[config.mk]
export PLATFORM = sky130hd
export DESIGN_NAME = spcc_sqrt_pipe
export DESIGN_NICKNAME = d
export VERILOG_FILES = /design/src/rtl/spcc_pkg.sv /design/src/rtl/spcc_sqrt_pipe.sv
export SDC_FILE = /design/constraint.sdc
export NUM_CORES = 2
export LEC_CHECK = 0
export BUFFER_PORTS_ARGS = -buffer_cell sky130_fd_sc_hd__buf_4
export CAP_MARGIN = 30
export CORE_MARGIN = 1
export CORE_UTILIZATION = 62
export CTS_CLUSTER_DIAMETER = 50
export DETAILED_ROUTE_END_ITERATION = 16
export PLACE_DENSITY = 0.78
export SLEW_MARGIN = 40
export SYNTH_ARGS = -nofsm -noshare
export SYNTH_HDL_FRONTEND = slang
export SYNTH_MEMORY_MAX_BITS = 65536
export SYNTH_SLANG_ARGS = --single-unit
[constraint.sdc]
create_clock -name clk -period 4.2 [get_ports clk]
set_input_delay 0.21 -clock clk [delete_from_list [all_inputs] [get_ports clk]]
set_output_delay 0.21 -clock clk [all_outputs]
set_load 0.01 [all_outputs]
[src/rtl/spcc_pkg.sv]
package spcc_pkg;

  localparam int COORD_FRAC_BITS_DEF = 16;
  localparam int SQ_W = 66;
  localparam int ROOT_W = SQ_W / 2;
  localparam logic [33:0] SELF_K = 34'd15141882927;
  localparam logic [63:0] POS_MAX = 64'h7FFF_FFFF_FFFF_FFFF;

  typedef struct packed {
    logic kind;
    logic same;
    logic neg;
    logic [31:0] mag;
    logic [63:0] self_val;
  } pre_tag_t;

  typedef struct packed {
    logic kind;
    logic same;
    logic neg;
    logic [63:0] self_val;
  } div_tag_t;

endpackage

[src/rtl/spcc_sqrt_pipe.sv]
module spcc_sqrt_pipe import spcc_pkg::*; #(
  parameter int TAG_W = 1
) (
  input  logic              clk,
  input  logic              rst,
  input  logic              valid_in,
  input  logic [SQ_W-1:0]   s_in,
  input  logic [TAG_W-1:0]  tag_in,
  output logic              valid_out,
  output logic [ROOT_W-1:0] root_out,
  output logic [TAG_W-1:0]  tag_out
);

  localparam int STAGES = ROOT_W;
  localparam int REM_W = ROOT_W + 3;

  logic [STAGES-1:0] vld;
  logic [SQ_W-1:0]   sreg      [STAGES];
  logic [ROOT_W-1:0] root      [STAGES];
  logic [REM_W-1:0]  rem       [STAGES];
  logic [TAG_W-1:0]  tag       [STAGES];
  logic [SQ_W-1:0]   sreg_next [STAGES];
  logic [ROOT_W-1:0] root_next [STAGES];
  logic [REM_W-1:0]  rem_next  [STAGES];

  // One root bit per stage: bring down two radicand bits, try 4*root+1.
  always_comb begin
    logic [SQ_W-1:0]   s_src;
    logic [ROOT_W-1:0] r_src;
    logic [REM_W-1:0]  m_src;
    logic [REM_W-1:0]  cand;
    logic [REM_W-1:0]  trial;
    for (int i = 0; i < STAGES; i++) begin
      if (i == 0) begin
        s_src = s_in;
        r_src = '0;
        m_src = '0;
      end else begin
        s_src = sreg[i-1];
        r_src = root[i-1];
        m_src = rem[i-1];
      end
      cand  = {m_src[REM_W-3:0], s_src[SQ_W-1 -: 2]};
      trial = {1'b0, r_src, 2'b01};
      sreg_next[i] = s_src << 2;
      if (cand >= trial) begin
        rem_next[i]  = cand - trial;
        root_next[i] = {r_src[ROOT_W-2:0], 1'b1};
      end else begin
        rem_next[i]  = cand;
        root_next[i] = {r_src[ROOT_W-2:0], 1'b0};
      end
    end
  end

  always_ff @(posedge clk) begin
    if (rst) begin
      vld <= '0;
    end else begin
      vld <= {vld[STAGES-2:0], valid_in};
    end
    for (int i = 0; i < STAGES; i++) begin
      sreg[i] <= sreg_next[i];
      root[i] <= root_next[i];
      rem[i]  <= rem_next[i];
      tag[i]  <= (i == 0) ? tag_in : tag[(i == 0) ? 0 : i-1];
    end
  end

  assign valid_out = vld[STAGES-1];
  assign root_out  = root[STAGES-1];
  assign tag_out   = tag[STAGES-1];

endmodule

==> flow_summary.yaml <==
clock_network:
  numCtsBuffers: 287
  root_buffer: "clkbuf_16"
  cts_tree: "done"
  clk_latency_ns: 0.90
  ctsHtreeMaxLevel: 5
  cts_buffer_depth: 4
  clk_pin_slew_worst_paths_ns: 0.07
  clock-sinks: 2720
  cts_setup_buffers: 0
final_layout:
  drive_above_1_share: 0.0763
  finalNetCount: 10600
  finalNonFillerCells: 12200
  area_delta_synth_final_pct: 14.1
critical_path:
  crit_required_ns: 4.97
  reg2reg_slack_ns: 0.21
  r2r_start: "root[0][429]"
  cp-start-kind: "flip-flop"
  crit_type: "flip-flop to flip-flop"
  cp_max_fo: 9
  critPathLaunch: "root[0][429]"
  arrival_ns: 4.76
  critPathCaptureType: "flip-flop"
floorplan:
  dieHeight_um: 400
  die_x_um: 400
  io_pins: 105
  num_rows: 145
  start_util: 0.626
  design.core.area_mm2: 0.157
  die_area_mm2: 0.160
logic_synthesis:
  syn_nets: 10200
  yosysTopAreaCell: "dfxtp_1"
  syn-instance-count: 9575
  synth_area_mm2: 0.0981
  yosysSeqAreaShare: 0.555
  synthMostInstantiatedCell: "dfxtp_1"
  synth_cell_types: 93
  async_flop_share: 0
  synth.top_cell.area_share: 0.555
  yosys_warnings: 0
  synthTopCellsByCount: "dfxtp_1 (2720), inv_1 (733), nand2_1 (700)"
  synth_edf_count: 0
  synth_seq_cells: 2720
  syn_area_per_cell_um2: 10.2
  ys.flop_type: "dfxtp_1"
  synthTopCellsByArea: "dfxtp_1 (56%), ha_1 (7.6%), xor2_1 (4.0%), xnor2_1 (3.9%), o21ai_0 (2.9%)"
grt:
  grt_max_degree: 53
  overflow: 0
  antenna_found_initial: 5
  grtUsageTotal: 0.263
  grt_pass1_wl_mm: 342
  grt_pass1_vias: 67700
timing:
  clock_skew_ns: 0.0708
  maxSlewHeadroom: 0.441
  post-route-period-util: 0.950
  period_minus_slack_ns: 3.99
  rsz0062_at_grt: "false"
  setup_viol: 0
  clock.fmax_mhz: 251
  tns_ns: 0
  hold_viol: 0
  maxSlewViolCount: 0
  worst_slew_pin_slew_ns: 0.828
placement:
  port_buffers: 104
  hpwl_mm: 148
  dpl.cell_count: 11600
  finalWeightedCongestion: 0.903
run_status:
  outcome: "complete, no violations"
run:
  cap_violations: 0
detailed_routing:
  drc: 0
  vias: 67600
  drt_wl_total_mm: 213
  first_pass_iters: 8
  drt_iter0_drc: 4625
  ant_nets: 0
  via_per_inst: 5.54
  wl_per_cell_um: 17.4
pwr:
  irDropWorstVdd_uv: 539
  p_leak_nw: 52.6
  power.total_mw: 69.6
  p_per_area_mw_per_mm2: 622
min_path:
  hp-class: "input port to flip-flop"
  hp-start: "s_in[64]"
[final timing paths]
| kind | to | cells after the start |
|---|---|---|
| setup reg to reg | rem[0][533] | 12 |
| setup / recovery | rem[0][533] | 12 |
| hold reg to reg | sreg[0][597] | 0 |
| hold / removal | root[0][0] | 3 |
[placed cells by master (no fill, tap or decap), types with 24 or more instances in the layout]
| master | instances |
|---|---|
| clkbuf_1 | 39 |
| nor4_1 | 110 |
| and2_1 | 24 |
| xnor2_1 | 441 |
| clkbuf_8 | 57 |
| clkbuf_16 | 294 |
| a211oi_1 | 52 |
| o211ai_1 | 32 |
| a31oi_1 | 45 |
| nor3_1 | 227 |
| mux2_2 | 70 |
| o21bai_1 | 50 |
| nor2b_1 | 122 |
| inv_1 | 733 |
| and4_1 | 29 |
| nand2_1 | 700 |
| dfxtp_1 | 2720 |
| or2_2 | 33 |
| or4_1 | 48 |
| nand2b_1 | 122 |
| xor2_1 | 446 |
| nand3_1 | 150 |
| buf_4 | 147 |
| ha_1 | 596 |
| o31ai_1 | 48 |
| nand4_1 | 91 |
| or3_1 | 87 |
| a21o_1 | 230 |
| o21ai_0 | 569 |
| dlygate4sd3_1 | 136 |
| bufinv_16 | 24 |
| nor2_1 | 549 |
| a21oi_1 | 529 |
| o21a_1 | 84 |
| clkinv_2 | 42 |
| and3_1 | 55 |
[routing by layer]
metal	global-route usage	vias to the layer above	part of all wire
li1	-	33300	-
met1	0.307	31700	0.41
met2	0.475	1941	0.50
met3	0.0380	645	0.045
met4	0.116	2	0.043
met5	0	-	0.000056
[flip-flops by register name, summed over array words and instances (netlist names)]
name and count:
root 561, vld 33, rem 1037, sreg 1056, tag 33
[worst max-delay path, cell delays in order, from the launching register on]
cell and delay, ns:
dfxtp_1 0.35, inv_1 0.07, ha_1 0.35, o21a_1 0.15, or4_1 0.44, o21ai_0 0.27
nor2_1 0.19, o41ai_1 0.72, o211a_1 0.33, o32a_1 0.19, nand3b_1 0.27, or3_1 0.42
xnor2_1 0.13
[cell families (layout without fill, tap and decap cells)]
kind of cell	after synthesis	in the layout	synth area share
and+or+nand+nor	2452	2452	0.124
other	1	3	0.0000382
DFF	2720	2720	0.555
adders and majority gates	596	596	0.0760
xor gates and xnor gates	887	887	0.0792
muxes	81	81	0.00916
buffers and inverters	963	1517	0.0384
AOI/OAI and AO/OA	1875	1875	0.118
[per-stage QoR]
step | setup slack (ns) | instance area (um2) | util | hold WS [ns]
floorplan | 0.971 | 98100 | - | 0.238
global placement | 0.619 | 101000 | 0.645 | 0.310
detailed placement | 0.491 | 101000 | 0.645 | 0.312
CTS | 0.394 | 112000 | 0.714 | 0.00354
global route | 0.0315 | 112000 | 0.715 | 0.00224
finish | 0.210 | 112000 | 0.715 | 0.0498
[what timing repair did]
action / 4_1_cts / 5_1_grt
hold buffers: 136 / 0
gates resized for setup: 0 / 0
endpoints found under the hold margin: 101 / 0
[cell type report]
cell class	count	area [um2]
Sequential cell	2720	54500
Fill cell	11100	44700
Multi-Input combinational cell	5892	40000
Clock buffer	390	8290
Inverter	735	2760
Tap cell	2058	2570
Timing Repair Buffer	288	2550
Clock inverter	104	1280
Antenna cell	2	5.00
[power breakdown]
group / total, mW / switching (mW) / internal (mW)
logic: 11.1 / 6.08 / 4.97
registers: 33.2 / 3.20 / 30.0
clock network: 25.3 / 10.0 / 15.3
Power figures use the tool's default switching activity.
